==> src/dncd_pkg.sv <==
// shared types, calendar constants and pipeline latency for the day number to date converter
package dncd_pkg;

  typedef logic [4:0]  dom_t;
  typedef logic [3:0]  month_t;
  typedef logic [22:0] year_t;

  localparam int GREG_FIRST_DAY = 2299161;
  localparam int CENT_BIAS      = 274277;
  localparam int CENT_DIV       = 146097;
  localparam int QUAD_DIV       = 1461;
  localparam int JD_BIAS        = 1401;
  localparam int GREG_OFFS      = 38;
  localparam int YEAR_BIAS      = 4716;
  localparam int BC_LAST_YEAR   = 4713;
  localparam int MDIV           = 153;
  localparam int MDIV_MUL       = 1714;
  localparam int MDIV_SH        = 18;
  localparam int DDIV_MUL       = 205;
  localparam int DDIV_SH        = 10;
  localparam int DIV_STAGES     = 4;
  localparam int TAIL_STAGES    = 6;
  localparam int DNCD_LATENCY   = 2 * DIV_STAGES + TAIL_STAGES;

endpackage

==> src/dncd_cdiv.sv <==
// pipelined division by a constant: reciprocal multiply, then one correction step
module dncd_cdiv #(
  parameter int DIVIDEND_W = 34,
  parameter int DIVISOR    = 1461,
  parameter int SIDE_W     = 1
) (
  input  logic                                         clk,
  input  logic                                         rst_n,
  input  logic                                         in_valid,
  input  logic [DIVIDEND_W-1:0]                        in_dividend,
  input  logic [SIDE_W-1:0]                            in_side,
  output logic                                         out_valid,
  output logic [DIVIDEND_W-$clog2(DIVISOR+1):0]        out_quotient,
  output logic [$clog2(DIVISOR+1)-1:0]                 out_remainder,
  output logic [SIDE_W-1:0]                            out_side
);

  localparam int DV_W = $clog2(DIVISOR + 1);
  localparam int Q_W  = DIVIDEND_W - DV_W + 1;
  localparam int M_W  = Q_W + 1;
  localparam int LO_W = DIVIDEND_W / 2;
  localparam int HI_W = DIVIDEND_W - LO_W;
  localparam int PL_W = LO_W + M_W;
  localparam int PH_W = HI_W + M_W;
  localparam int P_W  = DIVIDEND_W + M_W;
  localparam longint unsigned       RECIP   = (64'd1 << DIVIDEND_W) / 64'(DIVISOR);
  localparam logic [M_W-1:0]        RECIP_C = M_W'(RECIP);
  localparam logic [DV_W:0]         DIV_C   = (DV_W + 1)'(DIVISOR);
  localparam logic [DIVIDEND_W-1:0] DIV_X   = DIVIDEND_W'(DIVISOR);

  // partial products of the dividend and the reciprocal
  logic                  s1_vld_r;
  logic [DIVIDEND_W-1:0] s1_x_r;
  logic [PL_W-1:0]       s1_pl_r;
  logic [PH_W-1:0]       s1_ph_r;
  logic [SIDE_W-1:0]     s1_side_r;
  logic [PL_W-1:0]       pl_nxt;
  logic [PH_W-1:0]       ph_nxt;

  always_comb begin
    pl_nxt = PL_W'(in_dividend[LO_W-1:0]) * PL_W'(RECIP_C);
    ph_nxt = PH_W'(in_dividend[DIVIDEND_W-1:LO_W]) * PH_W'(RECIP_C);
  end

  always_ff @(posedge clk) begin
    if (!rst_n) begin
      s1_vld_r <= 1'b0;
    end else begin
      s1_vld_r <= in_valid;
    end
    s1_x_r    <= in_dividend;
    s1_pl_r   <= pl_nxt;
    s1_ph_r   <= ph_nxt;
    s1_side_r <= in_side;
  end

  // quotient estimate, low by at most one
  logic                  s2_vld_r;
  logic [DIVIDEND_W-1:0] s2_x_r;
  logic [Q_W-1:0]        s2_q_r;
  logic [SIDE_W-1:0]     s2_side_r;
  logic [P_W-1:0]        prod_nxt;

  assign prod_nxt = P_W'(s1_pl_r) + (P_W'(s1_ph_r) << LO_W);

  always_ff @(posedge clk) begin
    if (!rst_n) begin
      s2_vld_r <= 1'b0;
    end else begin
      s2_vld_r <= s1_vld_r;
    end
    s2_x_r    <= s1_x_r;
    s2_q_r    <= prod_nxt[DIVIDEND_W +: Q_W];
    s2_side_r <= s1_side_r;
  end

  // remainder of the estimate, below twice the divisor
  logic                  s3_vld_r;
  logic [DV_W:0]         s3_rem_r;
  logic [Q_W-1:0]        s3_q_r;
  logic [SIDE_W-1:0]     s3_side_r;
  logic [DIVIDEND_W-1:0] back_nxt;

  assign back_nxt = s2_x_r - DIVIDEND_W'(s2_q_r) * DIV_X;

  always_ff @(posedge clk) begin
    if (!rst_n) begin
      s3_vld_r <= 1'b0;
    end else begin
      s3_vld_r <= s2_vld_r;
    end
    s3_rem_r  <= back_nxt[DV_W:0];
    s3_q_r    <= s2_q_r;
    s3_side_r <= s2_side_r;
  end

  // correction step
  logic              s4_vld_r;
  logic [DV_W-1:0]   s4_rem_r;
  logic [Q_W-1:0]    s4_q_r;
  logic [SIDE_W-1:0] s4_side_r;
  logic              ge;
  logic [DV_W-1:0]   rem_nxt;
  logic [Q_W-1:0]    quo_nxt;

  always_comb begin
    ge      = (s3_rem_r >= DIV_C);
    rem_nxt = ge ? DV_W'(s3_rem_r - DIV_C) : s3_rem_r[DV_W-1:0];
    quo_nxt = s3_q_r + Q_W'(ge);
  end

  always_ff @(posedge clk) begin
    if (!rst_n) begin
      s4_vld_r <= 1'b0;
    end else begin
      s4_vld_r <= s3_vld_r;
    end
    s4_rem_r  <= rem_nxt;
    s4_q_r    <= quo_nxt;
    s4_side_r <= s3_side_r;
  end

  assign out_valid     = s4_vld_r;
  assign out_quotient  = s4_q_r;
  assign out_remainder = s4_rem_r;
  assign out_side      = s4_side_r;

endmodule

==> src/day_number_to_calendar_date_top.sv <==
// top level: day number to calendar date conversion pipeline
//
// One transaction per clock cycle: a day number is taken whenever start is high and busy is
// low, and its date appears on the out_ ports for one cycle with out_valid high, in the order
// taken, for any DAY_BITS. The pipeline holds two divisions by constants (146097 and
// 1461), each a reciprocal multiply with one correction step over four register stages, plus
// an input stage, a gregorian correction stage and four short stages for the month, day and
// year. busy is high during reset and drops at the first clock edge after reset is released.
// There is no backpressure: each result must be captured in the cycle that out_valid marks it.
module day_number_to_calendar_date_top #(
  parameter int DAY_BITS = 31
) (
  input  logic                  clk,
  input  logic                  rst_n,
  input  logic                  start,
  output logic                  busy,
  input  logic [DAY_BITS-1:0]   in_day_number,
  output logic                  out_valid,
  output dncd_pkg::dom_t        out_day_of_month,
  output dncd_pkg::month_t      out_month,
  output dncd_pkg::year_t       out_year_magnitude,
  output logic                  out_is_bc
);
  import dncd_pkg::*;

  localparam int A_W  = DAY_BITS + 3;
  localparam int QA_W = A_W - $clog2(CENT_DIV + 1) + 1;
  localparam int QB_W = A_W - $clog2(QUAD_DIV + 1) + 1;
  localparam int RB_W = $clog2(QUAD_DIV + 1);
  localparam int S_W  = QB_W + 1;
  localparam int Y_W  = (S_W > 24) ? S_W : 24;

  // input stage
  logic                busy_r;
  logic                s0_vld_r;
  logic [DAY_BITS-1:0] s0_jd_r;
  logic [A_W-1:0]      s0_dva_r;
  logic                accept;

  assign accept = start & ~busy_r;
  assign busy   = busy_r;

  always_ff @(posedge clk) begin
    if (!rst_n) begin
      busy_r   <= 1'b1;
      s0_vld_r <= 1'b0;
    end else begin
      busy_r   <= 1'b0;
      s0_vld_r <= accept;
    end
    s0_jd_r  <= in_day_number;
    s0_dva_r <= A_W'({in_day_number, 2'b00}) + A_W'(CENT_BIAS);
  end

  // centuries since the gregorian epoch
  logic                a_vld;
  logic [QA_W-1:0]     a_cent;
  logic [DAY_BITS-1:0] a_jd;

  dncd_cdiv #(
    .DIVIDEND_W (A_W),
    .DIVISOR    (CENT_DIV),
    .SIDE_W     (DAY_BITS)
  ) u_cent_div (
    .clk           (clk),
    .rst_n         (rst_n),
    .in_valid      (s0_vld_r),
    .in_dividend   (s0_dva_r),
    .in_side       (s0_jd_r),
    .out_valid     (a_vld),
    .out_quotient  (a_cent),
    .out_remainder (),
    .out_side      (a_jd)
  );

  // gregorian correction and quad-year numerator
  logic                q_vld_r;
  logic [A_W-1:0]      q_quad_r;
  logic [QA_W+1:0]     cent3;
  logic [QA_W-1:0]     greg_adj;
  logic                is_greg;
  logic [DAY_BITS:0]   shifted;

  always_comb begin
    is_greg  = (a_jd >= DAY_BITS'(GREG_FIRST_DAY));
    cent3    = (QA_W + 2)'(a_cent) * (QA_W + 2)'(3);
    greg_adj = QA_W'((cent3 >> 2) - (QA_W + 2)'(GREG_OFFS));
    shifted  = (DAY_BITS + 1)'(a_jd) + (DAY_BITS + 1)'(JD_BIAS)
             + (is_greg ? (DAY_BITS + 1)'(greg_adj) : '0);
  end

  always_ff @(posedge clk) begin
    if (!rst_n) begin
      q_vld_r <= 1'b0;
    end else begin
      q_vld_r <= a_vld;
    end
    q_quad_r <= {shifted, 2'b11};
  end

  // years since the epoch and day within the march-based year
  logic            b_vld;
  logic [QB_W-1:0] b_q1;
  logic [RB_W-1:0] b_rem;

  dncd_cdiv #(
    .DIVIDEND_W (A_W),
    .DIVISOR    (QUAD_DIV),
    .SIDE_W     (1)
  ) u_quad_div (
    .clk           (clk),
    .rst_n         (rst_n),
    .in_valid      (q_vld_r),
    .in_dividend   (q_quad_r),
    .in_side       (1'b0),
    .out_valid     (b_vld),
    .out_quotient  (b_q1),
    .out_remainder (b_rem),
    .out_side      ()
  );

  // month numerator
  logic            h_vld_r;
  logic [10:0]     h_h_r;
  logic [QB_W-1:0] h_q1_r;
  logic [8:0]      doy;

  assign doy = b_rem[RB_W-1:2];

  always_ff @(posedge clk) begin
    if (!rst_n) begin
      h_vld_r <= 1'b0;
    end else begin
      h_vld_r <= b_vld;
    end
    h_h_r  <= 11'({doy, 2'b00}) + 11'(doy) + 11'd2;
    h_q1_r <= b_q1;
  end

  // month index by reciprocal multiply
  logic            m_vld_r;
  logic [3:0]      m_q_r;
  logic [10:0]     m_h_r;
  logic [QB_W-1:0] m_q1_r;
  logic [21:0]     mprod;

  assign mprod = 22'(h_h_r) * 22'(MDIV_MUL);

  always_ff @(posedge clk) begin
    if (!rst_n) begin
      m_vld_r <= 1'b0;
    end else begin
      m_vld_r <= h_vld_r;
    end
    m_q_r  <= mprod[MDIV_SH +: 4];
    m_h_r  <= h_h_r;
    m_q1_r <= h_q1_r;
  end

  // month, day remainder and year count
  logic           t_vld_r;
  logic [7:0]     t_rem_r;
  month_t         t_month_r;
  logic [S_W-1:0] t_s_r;
  month_t         month_nxt;
  logic [10:0]    rem153;

  always_comb begin
    rem153    = m_h_r - 11'(m_q_r) * 11'(MDIV);
    month_nxt = (m_q_r < 4'd10) ? m_q_r + 4'd3 : m_q_r - 4'd9;
  end

  always_ff @(posedge clk) begin
    if (!rst_n) begin
      t_vld_r <= 1'b0;
    end else begin
      t_vld_r <= m_vld_r;
    end
    t_rem_r   <= rem153[7:0];
    t_month_r <= month_nxt;
    t_s_r     <= S_W'(m_q1_r) + S_W'(month_nxt <= 4'd2);
  end

  // output register
  logic           o_vld_r;
  dom_t           o_dom_r;
  month_t         o_month_r;
  year_t          o_year_r;
  logic           o_bc_r;
  logic [15:0]    dprod;
  logic [Y_W-1:0] s_x;
  logic [Y_W-1:0] year_full;
  logic           bc_nxt;

  always_comb begin
    dprod     = 16'(t_rem_r) * 16'(DDIV_MUL);
    s_x       = Y_W'(t_s_r);
    bc_nxt    = (s_x <= Y_W'(YEAR_BIAS));
    year_full = bc_nxt ? Y_W'(YEAR_BIAS + 1) - s_x : s_x - Y_W'(YEAR_BIAS);
  end

  always_ff @(posedge clk) begin
    if (!rst_n) begin
      o_vld_r <= 1'b0;
    end else begin
      o_vld_r <= t_vld_r;
    end
    o_dom_r   <= dprod[DDIV_SH +: 5] + 5'd1;
    o_month_r <= t_month_r;
    o_year_r  <= year_full[22:0];
    o_bc_r    <= bc_nxt;
  end

  assign out_valid          = o_vld_r;
  assign out_day_of_month   = o_dom_r;
  assign out_month          = o_month_r;
  assign out_year_magnitude = o_year_r;
  assign out_is_bc          = o_bc_r;

endmodule

==> config.mk <==
export PLATFORM = sky130hd
export DESIGN_NAME = day_number_to_calendar_date_top
export DESIGN_NICKNAME = d
export VERILOG_FILES = /design/src/dncd_pkg.sv /design/src/dncd_cdiv.sv /design/src/day_number_to_calendar_date_top.sv
export SDC_FILE = /design/constraint.sdc
export NUM_CORES = 2
export LEC_CHECK = 0
export BUFFER_PORTS_ARGS = -buffer_cell sky130_fd_sc_hd__buf_2
export CORE_MARGIN = 5
export CORE_UTILIZATION = 34
export DETAILED_ROUTE_END_ITERATION = 7
export SLEW_MARGIN = 20
export SYNTH_ARGS = -nofsm -noshare
export SYNTH_HDL_FRONTEND = slang
export SYNTH_SLANG_ARGS = --single-unit
==> constraint.sdc <==
create_clock -name clk -period 9.4 [get_ports clk]
set_clock_uncertainty 0.05 [all_clocks]
set_input_delay 1.41 -clock clk [delete_from_list [all_inputs] [get_ports clk]]
set_output_delay 1.41 -clock clk [all_outputs]
set_load 0.01 [all_outputs]
==> out/qor.txt <==
Maxcap violations: 0
Post-CTS Resized: 0
CP Max Fanout: 10
TritonCTS Buffers: 75
Final worst path period share: 69.9%
Synthesized area: 50600 µm²
DP Wirelength: 82.5 mm
Hold Fails Final Rpt: 0
Layout cell share with drive strength beyond 1: 4.62%
Vias per cell: 4.49
CTS tree: yes
Reg area: 14000 µm²
Drt total wl: 97.4 mm
#FFs+latches synth: 701
Ranking of synthesized cells by area: dfxtp_1, ha_1, fa_1
Synth Instances: 4789
Crit path kind: reg -> reg
Initial antenna violation count: 5
Top cells by count, synth: inv_1, ha_1, dfxtp_1
Final nets: 6411
Io pins: 69
Routed len/inst: 14.1 µm
RSZ-0062 raised after global routing: no
Asr flop ratio synth: 0%
Reg2reg setup slack: 2.83 ns
Gr ovfl total: 0
Crit end category: flop
Final ANT Viol Nets: 0
Relative slew slack: 34.2%
Placed cells: 6777
Final Slew Violations: 0
Initial drt markers: 930
Pin count of the biggest net entering global routing: 29
Clock sinks: 701
CTS Hold Buffers Added: 0
H-tree levels: 3
Clock slew at reported path FFs: 0.06 ns
Post-synth EDFFs: 0
Outcome: finished clean
Netlist cell types: 81
Most frequent cell after synthesis: inv_1
Post-DP Area: 53300 µm²
Synth Area per Inst: 10.6 µm²
Final setup vio count: 0
Post-synth top area share: 27.8%
Final Cell Area: 55800 µm²
Filler cells: 14600
Area Growth Syn to Fin: 10.4%
Yosys warns: 0
Synth Flop Type: dfxtp_1
Root Buffer: clkbuf_16
Largest buffer count on any clock path: 3
Via count: 31000
Mapped Nets: 6276
Initial core utilization: 34.2%
WP data arrival: 7.09 ns
Hold slack: 0.256 ns
Setup Fix Bufs, Post-CTS: 0
Fin crit period: 6.57 ns
Multi-input gate area: 32600 µm²
IO Port Bufs: 68
Highest Clock Rate: 0.152 GHz
# DRC: 0
CP Data Required Time: 9.92 ns
Row cnt: 141
Actual slew at the worst max-slew pin: 0.984 ns
Total global-route track usage: 12.8%
DIE AREA: 157000 µm²
CP startpoint kind: flop
Die Span X: 396 µm
Setup TNS: 0 ns
Cell taking the most area after synthesis: dfxtp_1
GP Congestion: 0.872
1st-pass router iterations: 5
Core area: 148000 µm²
Post-Layout Cell Count: 6915
Clock Latency Late Sink: 0.67 ns
Hold Path Class: reg -> reg
Seq/Total Area, Yosys: 27.8%
Global-route wire length before repair: 165 mm
Die Height: 396 µm
Vias in the first global route: 33000
==> stage by stage <==
stage	utilization, %	setup slack, ns
6_report	37.8	2.83
5_1_grt	37.8	2.30
4_1_cts	37.8	2.73
3_5_place_dp	36.0	2.77
3_3_place_gp	36.0	2.79
2_1_floorplan	-	3.39
==> critical path, stage by stage (launching register included) <==
cell	delay [ns]
dfxtp_1	0.57
inv_1	0.20
fa_1	0.56
inv_1	0.05
fa_1	0.50
inv_1	0.06
fa_1	0.50
fa_1	0.52
fa_1	0.51
fa_1	0.53
inv_1	0.04
ha_1	0.30
a21o_1	0.18
a22oi_1	0.23
a31oi_1	0.17
o21a_1	0.24
o41ai_1	0.63
o21bai_1	0.20
o21ai_0	0.25
a21boi_0	0.20
==> final cells by class <==
type,count,share of cell area (%)
antenna,3,0.0134
clock buffer,99,3.81
clock inverter,36,0.737
inverter,1045,7.03
multi-input combinational,3031,58.3
sequential,701,25.1
tap,1930,4.33
timing repair buffer,70,0.637
==> flip-flops by register name (all words and copies together) (netlist names), 31 cells and up <==
signal and count:
u_cent_div.s1_ph_r 31, u_cent_div.s3_side_r 31, u_cent_div.s1_side_r 31, u_quad_div.s1_ph_r 41, u_cent_div.out_side 31, u_cent_div.s2_side_r 31
q_quad_r 32, s0_dva_r 32, s0_jd_r 31
==> cells in the final DEF, fill, tap and decap left out, types with 39 or more instances in the layout <==
master,count
nand3_1,86
clkbuf_16,77
inv_1,1045
dfxtp_1,701
xnor2_1,290
xor2_1,112
a21oi_1,160
o21ai_0,86
buf_2,68
and3_1,52
nor3_1,53
nand2_1,111
a21o_1,57
ha_1,909
nand4_1,39
nor2_1,166
fa_1,544
==> worst paths after layout <==
check | cells past startpoint | start | to
max | 19 | s0_dva_r[3] | u_cent_div.s1_pl_r[29]
min | 0 | h_q1_r[0] | m_q1_r[0]
max reg2reg | 19 | s0_dva_r[3] | u_cent_div.s1_pl_r[29]
min reg2reg | 0 | h_q1_r[0] | m_q1_r[0]
==> metal layers <==
layer	global-route usage [%]	vias to the layer above	part of all wire [%]
li1	-	15700	-
met3	1.79	117	2.8
met4	3.53	4	2.3
met2	23.0	309	50
met1	16.2	14900	45
met5	0	-	0.028
==> cells by family after synthesis <==
logic type | Yosys count | synth area share (%)
adders and majority gates | 1454 | 44.1
buffers and inverters | 1057 | 7.86
DFF | 701 | 27.8
and+or+nand+nor | 656 | 6.58
AOI/OAI and AO/OA | 512 | 6.65
xor gates and xnor gates | 402 | 6.96
muxes | 7 | 0.141
Power is not shown: default switching activity piles up to over one toggle a cycle in this logic, so the estimate is an artifact.
